--- config.mk ---
export PLATFORM = sky130hd
export DESIGN_NAME = lzbd_fifo
export DESIGN_NICKNAME = d
export VERILOG_FILES = /design/src/design/lzbd_pkg.sv /design/src/design/lzbd_fifo.sv
export SDC_FILE = /design/constraint.sdc
export NUM_CORES = 1
export LEC_CHECK = 0
export BUFFER_PORTS_ARGS = -buffer_cell sky130_fd_sc_hd__buf_2
export CAP_MARGIN = 20
export CORE_MARGIN = 1
export CORE_UTILIZATION = 58
export CTS_BUF_LIST = sky130_fd_sc_hd__clkbuf_4 sky130_fd_sc_hd__clkbuf_8
export DETAILED_ROUTE_END_ITERATION = 8
export PLACE_DENSITY = 0.87
export REMOVE_ABC_BUFFERS = 1
export SLEW_MARGIN = 20
export SYNTH_ARGS = -nofsm -noshare
export SYNTH_HDL_FRONTEND = slang
export SYNTH_SLANG_ARGS = --single-unit
export TNS_END_PERCENT = 5
--- constraint.sdc ---
create_clock -name clk_i -period 6.3 [get_ports clk_i]
set_clock_uncertainty 0.2 [all_clocks]
set_input_delay 1.26 -clock clk_i [delete_from_list [all_inputs] [get_ports clk_i]]
set_output_delay 1.26 -clock clk_i [all_outputs]
set_load 0.005 [all_outputs]
--- src/design/lzbd_pkg.sv ---
// Shared constants and types for the LZ back-reference decompressor.
package lzbd_pkg;

  localparam int WIN_DEPTH  = 4096;
  localparam int WIN_AW     = $clog2(WIN_DEPTH);
  localparam int CNT_W      = 24;
  localparam int CFG_W      = 24;
  localparam int LEN_W      = 5;
  localparam int DIST_W     = WIN_AW + 1;
  localparam int LEN_OFFSET = 3;
  localparam logic [7:0] LEN_MASK  = 8'hF0;
  localparam logic [7:0] DIST_MASK = 8'h0F;
  localparam logic [CNT_W-1:0] CNT_MAX = {CNT_W{1'b1}};

  typedef struct packed {
    logic              new_block;
    logic              lit;
    logic [7:0]        lit_byte;
    logic [LEN_W-1:0]  len;
    logic [DIST_W-1:0] back_dist;
  } token_t;

endpackage

--- src/design/lzbd_fifo.sv ---
// Two-entry token queue between front and back.
module lzbd_fifo (
  input  logic             clk_i,
  input  logic             rst_ni,
  input  lzbd_pkg::token_t wr_tok_i,
  input  logic             wr_valid_i,
  output logic             wr_ready_o,
  output lzbd_pkg::token_t rd_tok_o,
  output logic             rd_valid_o,
  input  logic             rd_ready_i
);
  import lzbd_pkg::*;

  token_t     mem_q [2];
  logic       wptr_q, rptr_q;
  logic [1:0] cnt_q;
  logic       push, pop;

  assign wr_ready_o = (cnt_q != 2'd2);
  assign rd_valid_o = (cnt_q != 2'd0);
  assign rd_tok_o   = mem_q[rptr_q];
  assign push       = wr_valid_i && wr_ready_o;
  assign pop        = rd_valid_o && rd_ready_i;

  always_ff @(posedge clk_i) begin
    if (push) mem_q[wptr_q] <= wr_tok_i;
  end

  always_ff @(posedge clk_i or negedge rst_ni) begin
    if (!rst_ni) begin
      wptr_q <= 1'b0;
      rptr_q <= 1'b0;
      cnt_q  <= '0;
    end else begin
      if (push) wptr_q <= ~wptr_q;
      if (pop)  rptr_q <= ~rptr_q;
      cnt_q <= cnt_q + 2'(push) - 2'(pop);
    end
  end

endmodule

==> flow_metrics.env <==
export IMPL_outcome="completed"
export IMPL_drt_total_wl_mm=3.57
export IMPL_hold_path_depth=1
export IMPL_max_cap_viol_count=0
export IMPL_final_setup_worst_slack_ns=3.25
export IMPL_synth_top_area_cell="edfxtp_1"
export IMPL_r2r_setup_slack_ns=4.32
export IMPL_first_global_vias=1213
export IMPL_period_minus_slack_ns=3.05
export IMPL_place_area_um2=2620
export IMPL_slew_headroom_pct=72.4
export IMPL_instances_no_fill=229
export IMPL_ys_top_cells_by_area="edfxtp_1 74%, mux2_1 9.0%, mux2_4 6.6%, dfrtp_1 4.4%, xnor2_1 1.2%"
export IMPL_timing_fmax_mhz=328
export IMPL_gr_total_overflow=0
export IMPL_fin_setup_tns_ns=0
export IMPL_ctsRootBufferMaster="clkbuf_8"
export IMPL_r2r_start="cnt_q[1]"
export IMPL_die_w_um=64.4
export IMPL_fp_dieArea_um2=4150
export IMPL_boundaryPins=62
export IMPL_cts_hold_buf=0
export IMPL_register_area_um2=1780
export IMPL_routed_via_density=5.06
export IMPL_slew_viol_final=0
export IMPL_coreArea_um2=3690
export IMPL_dp_hpwl_mm=2.45
export IMPL_cts_path_max_buffers=2
export IMPL_die_h_um=64.4
export IMPL_clock_latency_ns=0.32
export IMPL_grt_pass1_wl_mm=5.66
export IMPL_cellLeakagePower_uw=0.00112
export IMPL_async_flop_share_pct=6.67
export IMPL_drtIter0Drc=44
export IMPL_hp_start="rptr_q"
export IMPL_syn_area_um2=2260
export IMPL_wl_per_cell_um=15.6
export IMPL_nNetsFinal=210
export IMPL_dpl_worst_slack_ns=3.57
export IMPL_slowest_stage="buf_4"
export IMPL_drive_gt1_share_pct=49.7
export IMPL_initial_utilization_pct=61.3
export IMPL_grt_max_degree=29
export IMPL_synthMostInstantiatedCell="edfxtp_1"
export IMPL_min_period_over_period_pct=48.4
export IMPL_crit_chain="buf_4 -> mux2_1 -> buf_2"
export IMPL_synth_flop_cell="edfxtp_1"
export IMPL_rr_worst_depth=7
export IMPL_place_inst=213
export IMPL_slowest_delay_ns=0.39
export IMPL_tritoncts="yes"
export IMPL_ys_warn_count=0
export IMPL_io_buffer_count=61
export IMPL_power_density_nw_per_um2=447
export IMPL_syn_to_final_growth_pct=24.3
export IMPL_cts_clk_slew_worst_paths_ns=0.06
export IMPL_crit_type="register to output pin"
export IMPL_hold_class="register to register"
export IMPL_synth_edf_count=56
export IMPL_rows=22
export IMPL_clock_sinks=60
export IMPL_hold_viol_final=0
export IMPL_syn_instance_count=104
export IMPL_cpLargestDelayFamily="buffers and inverters"
export IMPL_antenna_found_initial=0
export IMPL_start_kind="register"
export IMPL_synth_top_area_share_pct=74.4
export IMPL_ys_types=16
export IMPL_cts_buffers=9
export IMPL_synth_seq_cells=60
export IMPL_cts_max_level=3
export IMPL_crit_arrival_ns=1.59
export IMPL_r2r_end="cnt_q[1]"
export IMPL_stdcell_area_um2=2810
export IMPL_vias=1158
export IMPL_gp_congestion=0.642
export IMPL_setup_viol=0
export IMPL_synth_seq_area_share_pct=78.8
export IMPL_postCtsSetupBuffers=0
export IMPL_postRouteAntennaNets=0
export IMPL_syn_area_per_cell_um2=21.7
export IMPL_crit_fanout=28
export IMPL_tightest_slew_ns=0.415
export IMPL_drc=0
export IMPL_hold_path_endpoint="rptr_q"
export IMPL_grt_use_total_pct=20.1
export IMPL_drtPass1Iterations=4
export IMPL_num_antenna_cells=0
export IMPL_cp_required_ns=4.84
export IMPL_end_kind="output pin"
export IMPL_rsz0062_at_grt="no"
export IMPL_multi_input_area_um2=450
export IMPL_cts_resized=0
export IMPL_path_buf_inv=2
export IMPL_synth_commonest_cells="56 x edfxtp_1, 18 x mux2_1, 10 x mux2_4"
export IMPL_ir_drop_uv=381
export IMPL_num_fill_cells=234
-- routing by layer --
layer  track usage [%]  routed length (µm)  vias to the layer above
li1                  -                   -                      547
met1              22.1                1410                      568
met2              34.3                1950                       35
met3              5.81                 130                        8
met4              12.5                  79                        0
met5                 0                   0                        -
-- worst reg2reg max path, delay by kind of cell, from the launching register on --
family,cells,cell delay [ns]
buffers and inverters,1,0.04
adder cells (fa/ha/maj),2,0.45
flip-flops,1,0.41
AND/OR/NAND/NOR,2,0.43
XOR/XNOR,2,0.37
-- how the worst max path moves through the flow --
stage | startpoint | to | slack, ns | cells past startpoint
after CTS | rptr_q | rd_tok_o[22] | 3.21 | 3
after floorplan | wr_valid_i | mem_q[0][0] | 3.14 | 2
after global routing | rptr_q | rd_tok_o[20] | 3.15 | 3
after detailed placement | rptr_q | rd_tok_o[22] | 3.57 | 3
after global placement | rptr_q | rd_tok_o[23] | 3.61 | 3
final | rptr_q | rd_tok_o[23] | 3.25 | 3
-- report_power, final --
| group | switching (µW) | total, µW | internal, µW |
|---|---|---|---|
| Combinational | 176 | 361 | 185 |
| Sequential | 29.5 | 578 | 548 |
| Clock | 134 | 317 | 183 |
| Total | 340 | 1260 | 915 |
-- registers in the layout, summed over array words and instances (netlist names) --
register  count
cnt_q         2
mem_q        56
rptr_q        1
wptr_q        1
-- layout make-up --
class                      count  area share (%)
clock buffer                  10            4.67
clock inverter                 6            1.96
inverter                       1           0.134
multi-input combinational     40            16.0
sequential                    60            63.4
tap                           48            2.14
timing repair buffer          64            11.7
-- cell usage in the layout, fill, tap and decap left out, drive strengths merged, types with 2 or more instances in the layout --
master	Yosys	final
dfrtp	4	4
ha	2	2
clkinv	0	4
edfxtp	56	56
xnor2	3	3
buf	3	64
mux2	28	28
clkbuf	0	10
-- metrics by stage --
step / power [µW] / hold slack, ns / utilization [%]
floorplan: 801 / 0.261 / -
global placement: 927 / 0.255 / 71.1
detailed placement: 954 / 0.259 / 71.1
CTS: 1270 / 0.271 / 76.2
global route: 1320 / 0.312 / 76.2
finish: 1260 / 0.265 / 76.2
-- logic make-up after synthesis --
group                      after synthesis  share of synthesized area [%]
adders and majority gates                2                           1.11
buffers and inverters                    4                           1.38
xor gates and xnor gates                 4                           1.55
muxes                                   28                           15.6
DFF                                     60                           78.8
and+or+nand+nor                          6                           1.55
No activity file was read; power rests on OpenSTA's default activity.
