File: src/design/lzbd_pkg.sv
// Shared constants and types for the LZ back-reference decompressor.
package lzbd_pkg;

  localparam int WIN_DEPTH  = 4096;
  localparam int WIN_AW     = $clog2(WIN_DEPTH);
  localparam int CNT_W      = 24;
  localparam int CFG_W      = 24;
  localparam int LEN_W      = 5;
  localparam int DIST_W     = WIN_AW + 1;
  localparam int LEN_OFFSET = 3;
  localparam logic [7:0] LEN_MASK  = 8'hF0;
  localparam logic [7:0] DIST_MASK = 8'h0F;
  localparam logic [CNT_W-1:0] CNT_MAX = {CNT_W{1'b1}};

  typedef struct packed {
    logic              new_block;
    logic              lit;
    logic [7:0]        lit_byte;
    logic [LEN_W-1:0]  len;
    logic [DIST_W-1:0] back_dist;
  } token_t;

endpackage

File: src/design/lzbd_if.sv
// Valid/ready channel interfaces for tokens in and bytes out.
interface lzbd_in_if;
  logic       valid;
  logic       ready;
  logic       new_block;
  logic       is_literal;
  logic [7:0] literal_byte;
  logic [7:0] pair_high;
  logic [7:0] pair_low;

  modport source (output valid, new_block, is_literal, literal_byte, pair_high, pair_low,
                  input ready);
  modport sink   (input valid, new_block, is_literal, literal_byte, pair_high, pair_low,
                  output ready);
endinterface


File: src/design/lzbd_front.sv
// Front end: accepts tokens and decodes length and distance.
module lzbd_front (
  lzbd_in_if.sink          in_if,
  output lzbd_pkg::token_t tok_o,
  output logic             tok_valid_o,
  input  logic             tok_ready_i
);
  import lzbd_pkg::*;

  logic [3:0] len_nib;
  logic [3:0] dist_nib;

  assign len_nib  = 4'((in_if.pair_high & LEN_MASK) >> 4);
  assign dist_nib = 4'(in_if.pair_high & DIST_MASK);

  always_comb begin
    tok_o.new_block = in_if.new_block;
    tok_o.lit       = in_if.is_literal;
    tok_o.lit_byte  = in_if.literal_byte;
    if (in_if.is_literal) begin
      tok_o.len       = LEN_W'(1);
      tok_o.back_dist = '0;
    end else begin
      tok_o.len       = LEN_W'(len_nib) + LEN_W'(LEN_OFFSET);
      tok_o.back_dist = {1'b0, dist_nib, in_if.pair_low} + DIST_W'(1);
    end
  end

  assign tok_valid_o  = in_if.valid;
  assign in_if.ready  = tok_ready_i;

endmodule

File: src/flat_wrapper.sv
// flat-port wrapper written by rule: the top's interface ports become plain ports
module lzbd_front_flat import lzbd_pkg::*;
  (tok_o, tok_valid_o, tok_ready_i, in_if_valid, in_if_new_block, in_if_is_literal, in_if_literal_byte, in_if_pair_high, in_if_pair_low, in_if_ready);
  lzbd_in_if in_if_i ();
  output lzbd_pkg::token_t tok_o;
  output logic tok_valid_o;
  input  logic tok_ready_i;
  input wire logic [$bits(in_if_i.valid)-1:0] in_if_valid;
  input wire logic [$bits(in_if_i.new_block)-1:0] in_if_new_block;
  input wire logic [$bits(in_if_i.is_literal)-1:0] in_if_is_literal;
  input wire logic [$bits(in_if_i.literal_byte)-1:0] in_if_literal_byte;
  input wire logic [$bits(in_if_i.pair_high)-1:0] in_if_pair_high;
  input wire logic [$bits(in_if_i.pair_low)-1:0] in_if_pair_low;
  output wire logic [$bits(in_if_i.ready)-1:0] in_if_ready;
  assign in_if_i.valid = in_if_valid;
  assign in_if_i.new_block = in_if_new_block;
  assign in_if_i.is_literal = in_if_is_literal;
  assign in_if_i.literal_byte = in_if_literal_byte;
  assign in_if_i.pair_high = in_if_pair_high;
  assign in_if_i.pair_low = in_if_pair_low;
  assign in_if_ready = in_if_i.ready;
  lzbd_front u_core (.in_if(in_if_i), .tok_o(tok_o), .tok_valid_o(tok_valid_o), .tok_ready_i(tok_ready_i));
endmodule
File: config.mk
export PLATFORM = sky130hd
export DESIGN_NAME = lzbd_front_flat
export DESIGN_NICKNAME = d
export VERILOG_FILES = /design/src/design/lzbd_pkg.sv /design/src/design/lzbd_if.sv /design/src/design/lzbd_front.sv /design/src/flat_wrapper.sv
export SDC_FILE = /design/constraint.sdc
export NUM_CORES = 1
export LEC_CHECK = 0
export ABC_AREA = 1
export BUFFER_PORTS_ARGS = -buffer_cell sky130_fd_sc_hd__buf_2
export CAP_MARGIN = 20
export CORE_MARGIN = 1
export CORE_UTILIZATION = 25
export DETAILED_ROUTE_END_ITERATION = 8
export GPL_ROUTABILITY_DRIVEN = 0
export GPL_TIMING_DRIVEN = 0
export PLACE_DENSITY = 0.64
export SLEW_MARGIN = 0
export SYNTH_ARGS = -nofsm -noshare
export SYNTH_HDL_FRONTEND = slang
export SYNTH_SLANG_ARGS = --single-unit
File: constraint.sdc
create_clock -name vclk -period 2.3
set_clock_uncertainty 0.1 [all_clocks]
set_input_delay 0.115 -clock vclk [all_inputs]
set_output_delay 0.115 -clock vclk [all_outputs]
set_load 0.02 [all_outputs]
==> metrics.md <==
| Metric | Value |
|---|---|
| Req. time, crit path | 2.09 ns |
| Initial Util | 0.270 |
| Final Hold Violating Endpoints | 0 |
| Hold_buf cts | 0 |
| Unrepaired setup endpoints after global routing | false |
| DR DRC count | 0 |
| Mapped Cells | between 90 and 100 |
| Clock buffers | 0 |
| Post-Syn Area | 477 µm² |
| Crit path launch type | input pin |
| Crit path cell chain | buf_2, ha_1, nand2_2, nor2_2, nand2_1, nor2_1, nor2_1, nor2_1, buf_2 |
| Dpl hpwl | about 1200 µm |
| Post-route minimum period | roughly 1.3 ns |
| Antenna cells | 0 |
| Die area | about 2100 µm² |
| Final worst slack | about 0.97 ns |
| Critical path endpoint category | output pin |
| Crit path from | in_if_pair_low[0] |
| First drt pass iteration count | 3 |
| Routed wire per std cell | between 8 and 9 µm |
| Post-route ant nets | 0 |
| Period utilization | 0.576 |
| Nets | between 150 and 200 |
| CP dominant cell by count | nor2_1 |
| Vias post-DR | 693 |
| Peak supply drop | around 0.000087 V |
| GR Overflow Total | 0 |
| Number of sequential cells | 0 |
| Area Growth Syn to Fin | 55.9% |
| Max Cap Viol | 0 |
| Fraction of the yosys area taken by sequential cells | 0 |
| Endpoint, Worst Hold | tok_o[20] |
| Placement Setup Slack | ~0.97 ns |
| Resized cells post-CTS | 0 |
| Max FO, Critical Path | 4 |
| Placed Area | 743 µm² |
| Fmax | about 750 MHz |
| First-pass GRT wire length | roughly 1900 µm |
| Worst-Margin Slew | roughly 0.24 ns |
| FP Rows | 15 |
| Mapped Nets | between 100 and 150 |
| Syn_area_per_cell | around 5.2 µm² |
| Vias in the first global route | just under 500 |
| Critical path's slowest cell | ha_1 |
| WL final | roughly 1400 µm |
| Sum Neg Setup Slack | 0 ns |
| PD cells | ~200 nW/µm² |
| Core area | between 1500 and 2000 µm² |
| Worst Hold Launch | in_if_literal_byte[2] |
| Max_slew headroom | 0.842 |
| Yosys cell types | 20 |
| Slew Viols, Final | 0 |
| Hold crit path type | in2out |
| Global Route Usage Sum | 0.117 |
| YS warnings | 0 |
| DR vias/cell | ~4.3 |
| Post-CTS setup buffer count | 0 |
| Pwr Total | around 150 µW |
| # setup viols final | 0 |
| P_leak | approximately 0.46 nW |
| IO Count | 58 |
| Cell area after layout | 743 µm² |
| Hold path cells | 2 |
| Register area | 0 µm² |
| DR iter-0 viols | 9 |
| Die Ht | around 46 µm |
| Crit-path max cell delay | 0.17 ns |
| Worst Path Arrival | roughly 1.1 ns |
| Pin count of the biggest net entering global routing | 11 |
| Share of cells above drive strength 1 | 0.507 |
| Antenna violations before repair | 0 |
| Die W | 45.7 µm |
| Status | complete, no violations |
| I/O Buffers | 47 |
| CP Class | in2out |
critical path, delay by kind of cell:
kind	cells	cell delay, ns
buffers and inverters	2	0.28
AND/OR/NAND/NOR	6	0.55
adder cells (fa/ha/maj)	1	0.17
cell families after synthesis:
family,count (synthesis),share of synthesized area
and+or+nand+nor,51,0.504
buffers and inverters,25,0.294
AOI/OAI and AO/OA,13,0.150
adders and majority gates,2,0.0525
how the worst max path moves through the flow:
stage / depth (start not counted) / endpoint
2_1_floorplan: 5 / tok_o[6]
3_3_place_gp: 9 / tok_o[10]
3_5_place_dp: 9 / tok_o[10]
4_1_cts: 9 / tok_o[10]
5_1_grt: 9 / tok_o[10]
6_report: 9 / tok_o[10]
synth_stat cells:
library cell / instances / area [µm²]
nand3_1: 4 / 20.0
o21a_1: 1 / 7.51
nor2_2: 3 / 18.8
a21oi_1: 7 / 35.0
a31oi_1: 1 / 6.26
inv_2: 1 / 3.75
buf_4: 12 / 90.1
inv_1: 11 / 41.3
nor2_1: 18 / 67.6
ha_1: 2 / 25.0
nor3_1: 2 / 10.0
a22oi_1: 1 / 7.51
o21ai_0: 1 / 5.00
nor2_4: 1 / 11.3
buf_2: 1 / 5.00
nand2_2: 4 / 25.0
nor3_2: 1 / 10.0
nand2_1: 14 / 52.6
nand4_1: 4 / 25.0
o21ai_1: 2 / 10.0
report_power, final:
group / total (mW) / switching (mW) / internal [mW]
sequential: 0 / 0 / 0
clock: 0 / 0 / 0
combinational: 0.151 / 0.0914 / 0.0594
area by class of cell:
cell class | count | area, µm²
tap | 25 | 31.3
buffer | 13 | 95.1
fill | 216 | 1020
timing repair buffer | 47 | 235
multi-input combinational | 66 | 337
inverter | 12 | 45.0
layer usage:
| metal | vias up | GRT usage | routed length, µm |
|---|---|---|---|
| li1 | 379 | - | - |
| met1 | 279 | 0.153 | 626 |
| met2 | 35 | 0.226 | 668 |
| met3 | 0 | 0 | 90 |
| met4 | 0 | 0 | 0 |
| met5 | - | 0 | 0 |
metrics by stage:
step | utilization | instances | hold WS [ns]
2_1_floorplan | - | 91 | 0.181
3_3_place_gp | 0.421 | 163 | 0.348
3_5_place_dp | 0.421 | 163 | 0.348
4_1_cts | 0.421 | 163 | 0.348
5_1_grt | 0.421 | 163 | 0.351
6_report | 0.421 | 163 | 0.347
cell usage in the layout (no fill, tap or decap), drive strengths merged, types with 2 or more instances in the layout:
master	instances
ha	2
nor2	22
nor3	3
nand2	18
buf	60
nand4	4
nand3	4
inv	12
o21ai	3
a21oi	7
(Power assumes the default switching activity.)
